===== src/sv/u8vs_pkg.sv =====
package u8vs_pkg;

    // byte values used by the sequence checker
    localparam logic [7:0] BYTE_NUL      = 8'h00;
    localparam logic [7:0] ASCII_TOP     = 8'h80;
    localparam logic [7:0] LEAD2_LO      = 8'hC2;
    localparam logic [7:0] LEAD2_HI      = 8'hDF;
    localparam logic [7:0] LEAD3_LO      = 8'hE0;
    localparam logic [7:0] LEAD3_HI      = 8'hEF;
    localparam logic [7:0] LEAD_E0       = 8'hE0;
    localparam logic [7:0] LEAD_ED       = 8'hED;
    localparam logic [7:0] LEAD4_LO      = 8'hF0;
    localparam logic [7:0] LEAD4_HI      = 8'hF4;
    localparam logic [7:0] LEAD_F0       = 8'hF0;
    localparam logic [7:0] LEAD_F4       = 8'hF4;
    localparam logic [7:0] CONT_LO       = 8'h80;
    localparam logic [7:0] CONT_HI       = 8'hBF;
    localparam logic [7:0] AFTER_E0_LO   = 8'hA0;
    localparam logic [7:0] AFTER_ED_HI   = 8'h9F;
    localparam logic [7:0] AFTER_F0_LO   = 8'h90;
    localparam logic [7:0] AFTER_F4_HI   = 8'h8F;
    localparam logic [7:0] QMARK         = 8'h3F;

    localparam logic [2:0] SEQ_LEN2      = 3'd2;
    localparam logic [2:0] SEQ_LEN3      = 3'd3;
    localparam logic [2:0] SEQ_LEN4      = 3'd4;
    localparam logic [2:0] SEQ_NONE      = 3'd0;

    // command queue between front and back
    localparam int QDEPTH = 4;
    localparam int QPTR_W = $clog2(QDEPTH);
    localparam int QCNT_W = $clog2(QDEPTH + 1);

    // one command: up to four result bytes released by one input byte
    typedef struct packed {
        logic [2:0]      n;      // number of results, 1..4
        logic [3:0][7:0] data;   // result bytes, entry 0 first
        logic            fin;    // last result is the end-of-string result
        logic            clean;  // clean flag carried by the end result
    } cmd_t;

    // queue status seen by the front
    typedef struct packed {
        logic full;
        logic empty;
    } q_stat_t;

endpackage


===== src/sv/u8vs_front.sv =====
module u8vs_front import u8vs_pkg::*; (
    input  logic       aclk,
    input  logic       aresetn,
    input  logic       cfg_wr_en,
    input  logic       cfg_wr_data,
    input  logic       s_valid,
    output logic       s_ready,
    input  logic [7:0] s_data_byte,
    input  q_stat_t    q_stat,
    output logic       push,
    output cmd_t       push_cmd
);

    logic            replace_reg;
    logic [2:0][7:0] held_reg;
    logic [2:0][7:0] held_next;
    logic [1:0]      count_reg;
    logic [1:0]      count_next;
    logic [2:0]      exp_reg;
    logic [2:0]      exp_next;
    logic            clean_reg;
    logic            clean_next;

    logic            accept;
    logic [7:0]      lo;
    logic [7:0]      hi;
    logic            cont_ok;
    logic [2:0]      n_held;
    logic [2:0][7:0] src;
    logic            extra_valid;
    logic [7:0]      extra_byte;
    logic            clean_eff;
    logic [7:0]      c;

    assign c       = s_data_byte;
    assign s_ready = ~q_stat.full;
    assign accept  = s_valid & s_ready;

    // allowed range of a continuation byte
    always_comb begin
        lo = CONT_LO;
        hi = CONT_HI;
        if (count_reg == 2'd1) begin
            unique case (held_reg[0])
                LEAD_E0: lo = AFTER_E0_LO;
                LEAD_ED: hi = AFTER_ED_HI;
                LEAD_F0: lo = AFTER_F0_LO;
                LEAD_F4: hi = AFTER_F4_HI;
                default: ;
            endcase
        end
        cont_ok = (c >= lo) && (c <= hi);
    end

    always_comb begin
        held_next   = held_reg;
        count_next  = count_reg;
        exp_next    = exp_reg;
        clean_next  = clean_reg;
        n_held      = 3'd0;
        src         = held_reg;
        extra_valid = 1'b0;
        extra_byte  = BYTE_NUL;
        clean_eff   = clean_reg;
        push_cmd    = '0;

        if (count_reg != 2'd0 && cont_ok) begin
            if (({1'b0, count_reg} + 3'd1) >= exp_reg) begin
                // sequence complete: release it unchanged
                n_held      = {1'b0, count_reg};
                extra_valid = 1'b1;
                extra_byte  = c;
                count_next  = 2'd0;
                exp_next    = SEQ_NONE;
            end else begin
                held_next[count_reg] = c;
                count_next           = count_reg + 2'd1;
            end
        end else begin
            if (count_reg != 2'd0) begin
                // broken sequence: flush held bytes as bad
                n_held     = {1'b0, count_reg};
                if (replace_reg) begin
                    src = {3{QMARK}};
                end
                clean_eff  = 1'b0;
                clean_next = 1'b0;
                count_next = 2'd0;
                exp_next   = SEQ_NONE;
            end
            priority if (c == BYTE_NUL) begin
                extra_valid    = 1'b1;
                extra_byte     = BYTE_NUL;
                push_cmd.fin   = 1'b1;
                push_cmd.clean = clean_eff;
                clean_next     = 1'b1;
            end else if (c < ASCII_TOP) begin
                extra_valid = 1'b1;
                extra_byte  = c;
            end else if (c >= LEAD2_LO && c <= LEAD2_HI) begin
                held_next[0] = c;
                count_next   = 2'd1;
                exp_next     = SEQ_LEN2;
            end else if (c >= LEAD3_LO && c <= LEAD3_HI) begin
                held_next[0] = c;
                count_next   = 2'd1;
                exp_next     = SEQ_LEN3;
            end else if (c >= LEAD4_LO && c <= LEAD4_HI) begin
                held_next[0] = c;
                count_next   = 2'd1;
                exp_next     = SEQ_LEN4;
            end else begin
                extra_valid = 1'b1;
                extra_byte  = replace_reg ? QMARK : c;
                clean_next  = 1'b0;
            end
        end

        push_cmd.n = n_held + {2'b00, extra_valid};
        for (int i = 0; i < 3; i++) begin
            push_cmd.data[i] = (3'(i) < n_held) ? src[i] : extra_byte;
        end
        push_cmd.data[3] = extra_byte;
    end

    assign push = accept & (push_cmd.n != 3'd0);

    always_ff @(posedge aclk) begin
        if (!aresetn) begin
            replace_reg <= 1'b1;
            count_reg   <= 2'd0;
            exp_reg     <= SEQ_NONE;
            clean_reg   <= 1'b1;
        end else begin
            if (cfg_wr_en) begin
                replace_reg <= cfg_wr_data;
            end
            if (accept) begin
                count_reg <= count_next;
                exp_reg   <= exp_next;
                clean_reg <= clean_next;
            end
        end
    end

    always_ff @(posedge aclk) begin
        if (accept) begin
            held_reg <= held_next;
        end
    end

endmodule


===== src/sv/u8vs_queue.sv =====
module u8vs_queue import u8vs_pkg::*; (
    input  logic    aclk,
    input  logic    aresetn,
    input  logic    push,
    input  cmd_t    push_cmd,
    input  logic    pop,
    output cmd_t    head,
    output q_stat_t q_stat
);

    cmd_t              mem_reg [QDEPTH];
    logic [QPTR_W-1:0] wr_ptr_reg;
    logic [QPTR_W-1:0] rd_ptr_reg;
    logic [QCNT_W-1:0] count_reg;
    logic [QCNT_W-1:0] count_next;
    logic              do_push;
    logic              do_pop;

    assign q_stat.full  = (count_reg == QCNT_W'(QDEPTH));
    assign q_stat.empty = (count_reg == '0);
    assign do_push      = push & ~q_stat.full;
    assign do_pop       = pop & ~q_stat.empty;
    assign head         = mem_reg[rd_ptr_reg];

    always_comb begin
        count_next = count_reg;
        if (do_push && !do_pop) begin
            count_next = count_reg + 1'b1;
        end else if (do_pop && !do_push) begin
            count_next = count_reg - 1'b1;
        end
    end

    always_ff @(posedge aclk) begin
        if (!aresetn) begin
            wr_ptr_reg <= '0;
            rd_ptr_reg <= '0;
            count_reg  <= '0;
        end else begin
            count_reg <= count_next;
            if (do_push) begin
                wr_ptr_reg <= wr_ptr_reg + 1'b1;
            end
            if (do_pop) begin
                rd_ptr_reg <= rd_ptr_reg + 1'b1;
            end
        end
    end

    always_ff @(posedge aclk) begin
        if (do_push) begin
            mem_reg[wr_ptr_reg] <= push_cmd;
        end
    end

endmodule


===== src/sv/u8vs_back.sv =====
module u8vs_back import u8vs_pkg::*; (
    input  logic       aclk,
    input  logic       aresetn,
    input  cmd_t       head,
    input  q_stat_t    q_stat,
    output logic       pop,
    output logic       m_valid,
    input  logic       m_ready,
    output logic [7:0] m_out_byte,
    output logic       m_string_end,
    output logic       m_string_clean,
    output logic       m_run_last
);

    logic [1:0] idx_reg;
    logic [1:0] idx_next;
    logic       last;
    logic       take;

    assign m_valid        = ~q_stat.empty;
    assign last           = ({1'b0, idx_reg} == (head.n - 3'd1));
    assign m_out_byte     = head.data[idx_reg];
    assign m_string_end   = last & head.fin;
    assign m_string_clean = last & head.fin & head.clean;
    assign m_run_last     = last;
    assign take           = m_valid & m_ready;
    assign pop            = take & last;

    always_comb begin
        idx_next = idx_reg;
        if (take) begin
            idx_next = last ? 2'd0 : idx_reg + 2'd1;
        end
    end

    always_ff @(posedge aclk) begin
        if (!aresetn) begin
            idx_reg <= 2'd0;
        end else begin
            idx_reg <= idx_next;
        end
    end

endmodule


===== src/sv/utf8_validate_sanitize.sv =====
// channel   | direction | handshake        | payload
// ----------+-----------+------------------+--------------------------------------------------
// s_        | in        | s_valid/s_ready  | s_data_byte
// m_        | out       | m_valid/m_ready  | m_out_byte, m_string_end, m_string_clean, m_run_last
// cfg_      | in        | cfg_wr_en        | cfg_wr_data (replace_enable)
//
// the front takes one byte per cycle while the four-entry command queue has room
// a byte releases 0 to 4 results; the back sends one result per cycle while m_ready is high,
// so a byte with k results makes k output transfers and the queue absorbs bursts
// first result of a transaction can leave the cycle after the byte is taken
// aresetn is synchronous, active low: clears sequence state, queue and replace mode to 1
// either side may stall; the other keeps going until the queue fills or drains
module utf8_validate_sanitize import u8vs_pkg::*; (
    input  logic       aclk,
    input  logic       aresetn,
    input  logic       cfg_wr_en,
    input  logic       cfg_wr_data,
    input  logic       s_valid,
    output logic       s_ready,
    input  logic [7:0] s_data_byte,
    output logic       m_valid,
    input  logic       m_ready,
    output logic [7:0] m_out_byte,
    output logic       m_string_end,
    output logic       m_string_clean,
    output logic       m_run_last
);

    // front to queue
    logic    push;
    cmd_t    push_cmd;
    // queue to back
    cmd_t    head;
    q_stat_t q_stat;
    logic    pop;

    // front: checks each byte against the open sequence and builds a command
    u8vs_front u_front (
        .aclk        (aclk),
        .aresetn     (aresetn),
        .cfg_wr_en   (cfg_wr_en),
        .cfg_wr_data (cfg_wr_data),
        .s_valid     (s_valid),
        .s_ready     (s_ready),
        .s_data_byte (s_data_byte),
        .q_stat      (q_stat),
        .push        (push),
        .push_cmd    (push_cmd)
    );

    // short queue so front and back stall independently
    u8vs_queue u_queue (
        .aclk     (aclk),
        .aresetn  (aresetn),
        .push     (push),
        .push_cmd (push_cmd),
        .pop      (pop),
        .head     (head),
        .q_stat   (q_stat)
    );

    // back: walks the result bytes of the head command, one per transaction
    u8vs_back u_back (
        .aclk           (aclk),
        .aresetn        (aresetn),
        .head           (head),
        .q_stat         (q_stat),
        .pop            (pop),
        .m_valid        (m_valid),
        .m_ready        (m_ready),
        .m_out_byte     (m_out_byte),
        .m_string_end   (m_string_end),
        .m_string_clean (m_string_clean),
        .m_run_last     (m_run_last)
    );

`ifndef NO_ASSERTIONS
    // clean flag only rides on the end-of-string result
    a_clean_on_end: assert property (@(posedge aclk) disable iff (!aresetn)
        m_valid && m_string_clean |-> m_string_end)
        else $error("clean flag outside end-of-string result");

    // end-of-string result is a zero byte and closes its transaction run
    a_end_is_last: assert property (@(posedge aclk) disable iff (!aresetn)
        m_valid && m_string_end |-> m_run_last && (m_out_byte == BYTE_NUL))
        else $error("malformed end-of-string result");

    // a full queue always has something to send
    a_full_has_output: assert property (@(posedge aclk) disable iff (!aresetn)
        !s_ready |-> m_valid)
        else $error("input stalled with nothing pending");

    // queued commands never carry an empty result list
    a_no_empty_cmd: assert property (@(posedge aclk) disable iff (!aresetn)
        m_valid |-> (head.n != 3'd0) && (head.n <= 3'd4))
        else $error("bad result count in queued command");
`endif

endmodule

===== config.mk =====
export PLATFORM = sky130hd
export DESIGN_NAME = utf8_validate_sanitize
export DESIGN_NICKNAME = d
export VERILOG_FILES = /design/src/sv/u8vs_pkg.sv /design/src/sv/u8vs_front.sv /design/src/sv/u8vs_queue.sv /design/src/sv/u8vs_back.sv /design/src/sv/utf8_validate_sanitize.sv
export SDC_FILE = /design/constraint.sdc
export NUM_CORES = 1
export LEC_CHECK = 0
export BUFFER_PORTS_ARGS = -buffer_cell sky130_fd_sc_hd__buf_4
export CAP_MARGIN = 15
export CORE_MARGIN = 2
export CORE_UTILIZATION = 40
export DETAILED_ROUTE_END_ITERATION = 7
export SYNTH_ARGS = -nofsm -noshare
export SYNTH_HDL_FRONTEND = slang
export SYNTH_SLANG_ARGS = --single-unit

===== constraint.sdc =====
create_clock -name aclk -period 9 [get_ports aclk]
set_input_delay 1.8 -clock aclk [delete_from_list [all_inputs] [get_ports aclk]]
set_output_delay 1.8 -clock aclk [all_outputs]
set_load 0.005 [all_outputs]

Word-level counts from Yosys, hierarchy flattened
Memory sizes are Yosys's and may differ from the RTL's. A register that Yosys moved wholly into a read port is not among the register bits.
Cells that the tools add are included.
{ "totals": {"memories": 1, "mem_bits_ro": 0, "inputBits": 14, "out_inout_bits": 13, "wordCells": 151, "reg_bits": 40, "ramBits": 148, "latchBits": 0} }
{ "op_classes": {"multipliers": 0, "div": 0, "n_bitwise": 12, "n_lt_le_gt_ge": 16, "n_mux": 71, "n_eq_ne": 11, "shifts": 0, "add_sub_neg": 9, "reduce_logical": 20} }
{ "memory_table": {"columns": ["memory", "words", "word_bits", "rd", "rd_clocked_by_memory_dff", "write_ports", "line", "rtl"], "rows": [
  ["u_queue.mem_reg", 4, 37, 1, 1, 1, "u8vs_queue.sv:11", "cmd_t mem_reg [QDEPTH];"]
]} }
{ "ops": {"columns": ["cell", "n"], "rows": [
  ["$mux 8", 22],
  ["$mux 24", 3],
  ["$mux 3", 11],
  ["$eq 8x8->1 const B", 4],
  ["$mux 2", 15],
  ["$bwmux 24", 1],
  ["$ge 8x8->1 const B", 3],
  ["$le 8x8->1 const B", 3],
  ["$pmux 6 s2", 2],
  ["$bmux 8 s2", 1],
  ["$demux 8 s2", 1],
  ["$mux 1", 15],
  ["$add 2x1->2 const B", 4],
  ["$and 1x1->1", 8],
  ["$ge 8x8->1", 1],
  ["$le 8x8->1", 1],
  ["$logic_and 1x1->1", 8],
  ["$logic_not 8->1", 1],
  ["$lt 8x8->1 const B", 1],
  ["$lt 1x3->1 const A", 2],
  ["$lt 2x3->1 const B", 2],
  ["$sub 3x1->3 const B", 2],
  ["$reduce_and 5->1", 1],
  ["$ne 2x1->1 const B", 2],
  ["other kinds (18)", 25]
]} }

Logic depth before layout (Yosys ltp)
Gate-level depths: netlist of run 1.
{ "logic_depth": {"ltp_word": 16, "ltp_mapped": 21, "ltp_nobuf": 21} }

Hierarchy
From an unflattened synthesis of run 1, not the netlist that was laid out.
{ "unflattened": {"hier_cells": 504, "hier_area_um2": 8385.5} }
{ "by_module_without_submodules": {"columns": ["mod", "n_inst", "seq_area_each_um2", "area_each_um2", "cells_per_inst"], "rows": [
  ["u8vs_queue", 1, 4624.4, 5863.1, 241],
  ["u8vs_front", 1, 860.8, 2120.8, 230],
  ["u8vs_back", 1, 40.0, 401.6, 33]
]} }

Worst setup path after synthesis of run 1
Ideal clock, no wire load.
{ "synth_path": {"path_kind": "in2reg", "from": "in s_data_byte[4]", "to": "mem u_queue.mem_reg[0][0] (netlist bit), enable pin", "setup_time_ns": 0.398, "setup_slack_ns": 3.581, "t_arrival_ns": 5.022, "required_time_ns": 8.602, "path_stages": 13, "n_path_buf": 1, "path_cell_list": "clkbuf_1 > inv_1 > ha_1 > nand3_1 > nor4_4 > o21ai_2 > o21ai_2 > nor2_1 > ha_1 > ha_1 > nor3_1 > nor2_1 > and2_1"} }
{ "synth_rtl": {"columns": ["element", "line", "rtl"], "rows": [
  ["start, declared", "utf8_validate_sanitize.sv:20", "input logic [7:0] s_data_byte,"],
  ["end, declared", "u8vs_queue.sv:11", null]
]} }

==> impl_metrics.py, run 1 <==
metrics = {
    "timing": {
        "final.min_clock_period_ns": 5.92,
        "fmax_mhz": 169,
        "slew_viol_final": 0,
        "relSlewSlack_pct": 27.0,
        "finalSetupViolCount": 0,
        "worst_pin_slew_ns": 1.09,
        "hold_viol_final": 0,
        "finClkSkew_ns": 0.00869,
        "rsz0062_at_grt": "no",
        "period_share_pct": 65.8,
        "tns_ns": 0,
    },
    "power_and_ir_drop": {
        "clockPowerShare_pct": 33.2,
        "p_comb_share_pct": 17.9,
        "p_int_mw": 1.70,
        "power.density_nw_per_um2": 245,
        "p_sw_share_pct": 25.2,
        "p_sw_mw": 0.571,
        "p_leak_nw": 3.08,
        "power_mw": 2.27,
        "max-vdd-ir-drop_uv": 130,
        "seqPwrFrac_pct": 48.9,
    },
    "clock_tree": {
        "cts_buffers": 17,
        "path_clk_slew_ns": 0.07,
        "cts_sinks": 190,
        "cts_setup_buffers": 0,
        "clock_latency_ns": 0.43,
        "hold_buffers": 0,
        "root_buffer": "clkbuf_16",
        "cts_tree": "built",
        "htree_levels": 4,
        "cts_resized": 0,
        "clk_path_buf_depth": 2,
    },
    "routing": {
        "dr.pass1.iters": 5,
        "drc": 0,
        "drt_iter0_markers": 389,
        "drt_wl_total_mm": 16.2,
        "postRouteAntennaNets": 0,
        "vias": 4373,
        "avgRoutedWirePerCell_um": 20.2,
        "viasPerCell": 5.47,
    },
    "global_routing": {
        "grt_pass1_wl_mm": 25.7,
        "antenna_found_initial": 0,
        "grt_overflow_total": 0,
        "grt_max_degree": 38,
        "first_global_vias": 4612,
        "track_usage_pct": 15.9,
    },
    "setup_path": {
        "crit_required_ns": 9.36,
        "end_kind": "flip-flop",
        "timing.rr.end": "u_queue.count_reg[2]",
        "crit_fanout": 12,
        "path_class": "input port to flip-flop",
        "r2r-start": "u_front.count_reg[0]",
        "reg2reg_depth": 19,
        "rrSetupSlack_ns": 3.35,
        "setup.worst_path.start_class": "input port",
        "arrival_ns": 6.28,
    },
    "die": {
        "core_area_um2": 20200,
        "die_width_um": 147,
        "rows": 52,
        "start_util_pct": 40.6,
        "fp.dieH_um": 147,
        "die_area_um2": 21600,
        "io_pins": 27,
    },
    "hold_path": {
        "min_to": "u_front.clean_reg",
        "hold_start": "u_front.clean_reg",
        "hp-class": "flip-flop to flip-flop",
        "min_path_cells": 2,
    },
    "placement": {
        "io_buffers": 26,
        "dpl.hpwl_mm": 10.2,
        "gp_congestion": 0.880,
    },
    "synth": {
        "ys_seq_area_share_pct": 67.5,
        "synth-compound-area-share_pct": 5.64,
        "synth.largest_area_cell": "edfxtp_1",
        "yosys_warnings": 0,
        "synth_top_cell_area_share_pct": 63.1,
        "synth_area_per_cell_um2": 16.7,
        "synth_top_family_by_area": "multiplexers",
        "synthCells": 490,
        "ys_seq_elements": 190,
        "synthArstFlopShare_pct": 0,
        "yosys.area_share.xor_xnor_pct": 0.855,
        "synthMuxAreaShare_pct": 13.1,
        "synth_cell_types": 51,
        "netlist_area_um2": 8190,
        "synth_area_leaders": "edfxtp_1, mux4_2, dfxtp_1, ha_1, o22a_1",
        "synthAdderAreaFrac_pct": 3.15,
        "synth-edff-count": 172,
        "synthSimpleGateAreaFrac_pct": 7.90,
        "syn_nets": 524,
        "synth_ff_type": "edfxtp_1",
    },
    "layout": {
        "largest_register_ffs": 148,
        "num_antenna_cells": 0,
        "drive_gt1_share_pct": 22.8,
        "areaGrowthSynthToFinish_pct": 13.0,
        "layout.nets": 552,
    },
    "run_status": {
        "outcome": "finished clean",
    },
    "job": {
        "maxCapViolations": 0,
    },
}
-- worst max-delay path by stage --
stage                               from                     to  slack, ns  cells past startpoint
after detailed placement  s_data_byte[5]   u_queue.count_reg[2]       2.69                     16
after global placement    s_data_byte[5]   u_queue.count_reg[2]       2.88                     16
final                     s_data_byte[5]   u_queue.count_reg[2]       3.08                     16
after floorplan           s_data_byte[4]  u_queue.mem_reg[0][0]       3.58                     13
after CTS                 s_data_byte[5]   u_queue.count_reg[2]       3.12                     16
after global routing      s_data_byte[5]   u_queue.count_reg[2]       2.80                     16
-- cells in the mapped netlist (all sizes together), types with 5 or more instances --
| cell type | number |
|---|---|
| o21ai | 17 |
| nor2b | 6 |
| o22a | 19 |
| nor4 | 6 |
| and2 | 11 |
| mux2i | 5 |
| nor2 | 25 |
| buf | 7 |
| a21oi | 11 |
| edfxtp | 172 |
| clkbuf | 12 |
| mux4 | 45 |
| ha | 19 |
| dfxtp | 18 |
| nand2 | 37 |
| nand3 | 11 |
| nor3 | 10 |
| inv | 18 |
-- cell type report --
type,instances,area (um2)
Multi-Input combinational cell,263,2520
Fill cell,1739,10900
Clock buffer,18,429
Sequential cell,190,5530
Tap cell,270,338
Inverter,18,67.6
Clock inverter,13,165
Timing Repair Buffer,28,210
-- through the flow --
stage                     cells  utilization (%)  hold WS (ns)  worst slack (ns)  instance area [um2]
after global routing        800             45.9         0.512              2.80                 9250
after floorplan             490                -         0.453              3.58                 8190
after CTS                   800             45.9         0.487              3.12                 9250
after detailed placement    769             42.9         0.476              2.69                 8660
final                       800             45.9         0.481              3.08                 9250
after global placement      769             42.9         0.475              2.88                 8660
-- logic make-up after synthesis --
group | Yosys count
flip-flops | 190
AND/OR/NAND/NOR | 123
AO/OA/AOI/OAI | 62
multiplexers | 50
buffers and inverters | 37
adder cells (fa/ha/maj) | 20
XOR/XNOR | 8
-- worst max-delay path, cell delays in order --
cell and delay [ns]:
buf_4 0.16, ha_1 0.32, nor2b_1 0.13, o31a_1 0.26
o211a_1 0.35, a21oi_1 0.88, ha_1 0.28, ha_1 0.23
nor3_1 0.08, nor2_1 0.34, ha_1 0.27, inv_1 0.07
fa_1 0.44, xor2_1 0.18, or3_1 0.32, a21oi_1 0.16
-- placed cells by master, fill, tap and decap left out, types with 4 or more instances in the layout --
cell	count
clkbuf_16	17
o21ai_2	4
nand2_1	34
o22a_1	19
nor2b_1	6
and2_2	4
ha_1	19
a21oi_1	11
o21ai_0	12
nor2_1	25
mux4_2	45
buf_4	28
and3_1	4
nor3_1	9
nor4_1	4
inv_1	18
mux2i_1	4
and2_1	7
dfxtp_1	17
xnor2_1	4
clkinv_4	5
edfxtp_1	172
xor2_1	4
nand3_1	11
-- layer usage --
layer	wire length, um	vias up	part of all wire [%]	track usage [%]
li1	-	1992	-	-
met1	7370	2256	46	21.6
met4	308	0	1.9	6.25
met2	7900	109	49	25.3
met3	616	16	3.8	3.35
met5	0	-	0	0
-- power groups by stage --
stage	registers (mW)	logic [mW]	clock network, mW
2_1_floorplan	1.10	0.290	0
3_3_place_gp	1.12	0.406	0
3_5_place_dp	1.13	0.414	0
4_1_cts	1.11	0.416	0.764
5_1_grt	1.12	0.449	0.794
6_report	1.11	0.407	0.752
Note: power is estimated with default switching activity, not from simulation.
==> run 2, diff against run 1 <==
Clock period 9 ns to 5.04 ns, I/O delays scaled along.
==> impl_metrics.py, run 2 (synthesized netlist as in run 1, its figures left out) <==
metrics = {
    "clock_tree": {
        "cts_sinks": 190,
        "cts_buffers": 17,
        "cts_tree": "built",
        "clock_latency_ns": 0.43,
        "htree_levels": 4,
        "cts_resized": 0,
        "path_clk_slew_ns": 0.06,
        "clk_path_buf_depth": 2,
        "hold_buffers": 0,
        "cts_setup_buffers": 0,
        "root_buffer": "clkbuf_16",
    },
    "setup_path": {
        "path_depth": 19,
        "reg2reg_depth": 19,
        "crit_required_ns": 5.40,
        "path_cells": "ha_1 > nand3_1 > nor4_1 > ha_1 > nand4_1 > o311ai_1 > o21ai_2 > o21ai_2 > nor2_1 > ha_1 > ha_1 > nor3_1 > nor2_1 > ha_1 > inv_1 > fa_1 > xor2_1 > or3_1 > a21oi_1",
        "end_kind": "flip-flop",
        "crit_fanout": 8,
        "worst-path-buf-inv": 1,
        "crit_slowest_cell": "dfxtp_1",
        "path_class": "flip-flop to flip-flop",
        "slowest_delay_ns": 0.47,
        "crit_top_cell": "ha_1",
        "setup.worst_path.start_class": "flip-flop",
        "path_delay_family": "adder cells",
        "arrival_ns": 4.96,
    },
    "power_and_ir_drop": {
        "p_leak_nw": 3.13,
        "max-vdd-ir-drop_uv": 224,
        "p_int_mw": 3.01,
        "power.density_nw_per_um2": 432,
        "seqPwrFrac_pct": 49.0,
        "p_sw_share_pct": 25.5,
        "p_comb_share_pct": 18.6,
        "clockPowerShare_pct": 32.3,
        "p_sw_mw": 1.03,
    },
    "routing": {
        "drc": 0,
        "dr.pass1.iters": 4,
        "drt_iter0_markers": 362,
        "vias": 4401,
        "drt_wl_total_mm": 16.4,
        "viasPerCell": 5.44,
        "avgRoutedWirePerCell_um": 20.3,
        "postRouteAntennaNets": 0,
    },
    "timing": {
        "slew_viol_final": 0,
        "hold_viol_final": 0,
        "finClkSkew_ns": 0.0105,
        "worst_pin_slew_ns": 1.08,
        "relSlewSlack_pct": 27.2,
        "finalSetupViolCount": 0,
        "period_share_pct": 91.3,
        "final.min_clock_period_ns": 4.60,
        "rsz0062_at_grt": "no",
        "fmax_mhz": 217,
        "tns_ns": 0,
    },
    "die": {
        "rows": 52,
        "start_util_pct": 40.6,
        "io_pins": 27,
        "die_width_um": 147,
        "core_area_um2": 20200,
        "fp.dieH_um": 147,
        "die_area_um2": 21600,
    },
    "layout": {
        "seqCellArea_um2": 5530,
        "largest_register_ffs": 148,
        "layout.nets": 560,
        "fin_area_um2": 9350,
        "final_common_cell": "edfxtp_1",
        "num_antenna_cells": 0,
        "drive_gt1_share_pct": 24.3,
        "fillers": 1761,
        "layout_common_cells": "edfxtp_1, mux4_2, nand2_1",
        "multi_input_area_um2": 2520,
        "areaGrowthSynthToFinish_pct": 14.2,
    },
    "global_routing": {
        "grt_max_degree": 38,
        "first_global_vias": 4673,
        "antenna_found_initial": 0,
        "grt_pass1_wl_mm": 25.9,
        "grt_overflow_total": 0,
        "track_usage_pct": 16.1,
    },
    "run_status": {
        "outcome": "finished clean",
    },
    "placement": {
        "io_buffers": 26,
        "dpl_cell_area_um2": 8770,
        "dpl.hpwl_mm": 10.4,
        "gp_congestion": 0.839,
    },
    "job": {
        "maxCapViolations": 0,
    },
    "hold_path": {
        "hp-class": "flip-flop to flip-flop",
        "min_path_cells": 2,
    },
}
## run 2: cell types whose count changed in the layout (fill, tap and decap cells not counted), sizes merged
| cell | change |
|---|---|
| buf | +8 |
| clkinv | -5 |
| inv | +4 |
| clkbuf | +3 |
| bufinv | -2 |
| clkinvlp | +1 |
## run 2: power by group through the flow
stage | Clock (mW) | Sequential (mW) | Combinational, mW
finish | 1.31 | 1.98 | 0.754
global route | 1.39 | 2.00 | 0.823
CTS | 1.33 | 1.98 | 0.770
detailed placement | 0 | 2.02 | 0.766
global placement | 0 | 2.01 | 0.749
floorplan | 0 | 1.97 | 0.518
## run 2: metal layers
layer | vias up | share of wire (%) | track usage, %
li1 | 2014 | - | -
met1 | 2273 | 45 | 20.9
met2 | 92 | 50 | 26.8
met3 | 22 | 2.8 | 3.17
met4 | 0 | 2.2 | 6.54
met5 | - | 0 | 0
## run 2: area by class of cell
class                      count  share of cell area (%)
multi-input combinational    263                    26.9
clock buffer                  21                    5.15
tap                          270                    3.61
timing repair buffer          36                    3.43
sequential                   190                    59.1
inverter                      18                   0.723
clock inverter                11                    1.07
## run 2: tightest hold or removal path: cells and delay by family (launching register included)
kind / cells / cell delay [ns]
flip-flops: 1 / 0.30
AND/OR/NAND/NOR: 1 / 0.07
AO/OA/AOI/OAI: 1 / 0.06
## run 2: worst paths after layout
kind | slack [ns] | endpoint | from
worst min register to register | 0.48 | u_front.clean_reg | u_front.clean_reg
worst max-delay path | 0.44 | u_queue.count_reg[2] | u_front.count_reg[0]
worst min-delay path | 0.48 | u_front.clean_reg | u_front.clean_reg
worst max register to register | 0.44 | u_queue.count_reg[2] | u_front.count_reg[0]
## run 2: through the flow
stage,hold slack [ns],setup slack [ns],power [mW],utilization (%),std cells
floorplan,0.453,0.413,2.49,-,490
global placement,0.478,0.626,2.75,43.5,777
detailed placement,0.476,0.460,2.78,43.5,777
CTS,0.486,0.478,4.09,46.4,809
global route,0.526,0.152,4.21,46.4,809
finish,0.484,0.439,4.04,46.4,809
==> run 3, diff against run 2 <==
Settings changed: RECOVER_POWER set to 25.
==> impl_metrics.py, run 3 (synthesized netlist as in run 1, its figures left out) <==
metrics = {
    "run_status": {
        "outcome": "finished clean",
    },
    "layout": {
        "finalNonFillerCells": 809,
        "final_common_cell": "edfxtp_1",
        "layout.nets": 560,
        "largest_register_ffs": 148,
        "drive_gt1_share_pct": 21.5,
        "layout_common_cells": "edfxtp_1, mux4_2, nand2_1",
        "num_antenna_cells": 0,
        "areaGrowthSynthToFinish_pct": 13.4,
        "final_util_pct": 46.0,
    },
    "power_and_ir_drop": {
        "clockPowerShare_pct": 32.3,
        "max-vdd-ir-drop_uv": 225,
        "p_comb_share_pct": 18.5,
        "p_int_mw": 3.00,
        "p_sw_mw": 1.02,
        "p_sw_share_pct": 25.4,
        "seqPwrFrac_pct": 49.2,
        "power.density_nw_per_um2": 433,
        "p_leak_nw": 3.09,
        "power_mw": 4.03,
    },
    "global_routing": {
        "grt_overflow_total": 0,
        "track_usage_pct": 16.1,
        "first_global_vias": 4673,
        "grt_max_degree": 38,
        "grt_pass1_wl_mm": 25.9,
        "antenna_found_initial": 0,
    },
    "clock_tree": {
        "clock_latency_ns": 0.43,
        "path_clk_slew_ns": 0.06,
        "cts_tree": "built",
        "root_buffer": "clkbuf_16",
        "clk_path_buf_depth": 2,
        "cts_sinks": 190,
        "cts_resized": 0,
        "htree_levels": 4,
        "cts_setup_buffers": 0,
        "cts_buffers": 17,
        "hold_buffers": 0,
    },
    "routing": {
        "postRouteAntennaNets": 0,
        "avgRoutedWirePerCell_um": 20.2,
        "drc": 0,
        "viasPerCell": 5.47,
        "dr.pass1.iters": 5,
        "drt_wl_total_mm": 16.4,
        "drt_iter0_markers": 393,
        "vias": 4427,
    },
    "die": {
        "rows": 52,
        "die_area_um2": 21600,
        "die_width_um": 147,
        "io_pins": 27,
        "core_area_um2": 20200,
        "start_util_pct": 40.6,
        "fp.dieH_um": 147,
    },
    "hold_path": {
        "hp-class": "flip-flop to flip-flop",
    },
    "timing": {
        "hold_viol_final": 0,
        "period_share_pct": 91.5,
        "worst_pin_slew_ns": 1.06,
        "finClkSkew_ns": 0.0106,
        "tns_ns": 0,
        "finalSetupViolCount": 0,
        "finalWorstSetupSlack_ns": 0.428,
        "slew_viol_final": 0,
        "relSlewSlack_pct": 28.7,
        "rsz0062_at_grt": "no",
        "fmax_mhz": 217,
        "final.min_clock_period_ns": 4.61,
    },
    "setup_path": {
        "crit_required_ns": 5.40,
        "setup.worst_path.start_class": "flip-flop",
        "crit_fanout": 8,
        "crit_top_cell": "ha_1",
        "slowest_delay_ns": 0.46,
        "path_cells": "ha_1 > nand3_1 > nor4_1 > ha_1 > nand4_1 > o311ai_1 > o21ai_2 > o21ai_2 > nor2_1 > ha_1 > ha_1 > nor3_1 > nor2_1 > ha_1 > inv_1 > fa_1 > xor2_1 > or3_1 > a21oi_1",
        "arrival_ns": 4.97,
        "end_kind": "flip-flop",
        "path_class": "flip-flop to flip-flop",
        "crit_slowest_cell": "dfxtp_1",
    },
    "placement": {
        "gp_congestion": 0.839,
        "place_ws_ns": 0.460,
        "place_inst": 777,
        "io_buffers": 26,
        "dpl.hpwl_mm": 10.4,
    },
    "job": {
        "maxCapViolations": 0,
    },
}
run 3: layout make-up:
cell class                 count  area (um2)
fill                        1780       10900
inverter                      18        67.6
sequential                   190        5530
timing repair buffer          36         283
clock inverter                11         100
clock buffer                  21         482
multi-input combinational    263        2490
tap                          270         338
run 3: per-layer routing:
| layer | wire length, um | global-route usage, % |
|---|---|---|
| met1 | 7330 | 20.9 |
| met5 | 0 | 0 |
| met3 | 554 | 3.17 |
| met2 | 8140 | 26.8 |
| met4 | 359 | 6.54 |
run 3: final timing paths:
check                  startpoint                    to  slack [ns]  cells after the start
min             u_front.clean_reg     u_front.clean_reg        0.49                      2
max reg2reg  u_front.count_reg[0]  u_queue.count_reg[2]        0.43                     19
min reg2reg     u_front.clean_reg     u_front.clean_reg        0.49                      2
max          u_front.count_reg[0]  u_queue.count_reg[2]        0.43                     19
run 3: power groups by stage:
stage                     logic, mW  registers (mW)  clock network [mW]
after global routing          0.812            2.00                1.39
after CTS                     0.770            1.98                1.33
after floorplan               0.518            1.97                   0
after detailed placement      0.766            2.02                   0
final                         0.743            1.98                1.30
after global placement        0.749            2.01                   0
run 3: critical path, delay by kind of cell (launching register included):
kind	cells	cell delay (ns)
buf+inv	1	0.07
compound gates	4	0.95
flops	1	0.46
fa+ha+maj	6	1.62
xor+xnor	1	0.18
simple gates	7	1.25
run 3: metrics by stage:
stage / hold slack, ns / instance area, um2
finish: 0.486 / 9290
floorplan: 0.453 / 8190
detailed placement: 0.476 / 8770
global route: 0.526 / 9290
CTS: 0.486 / 9350
global placement: 0.478 / 8770
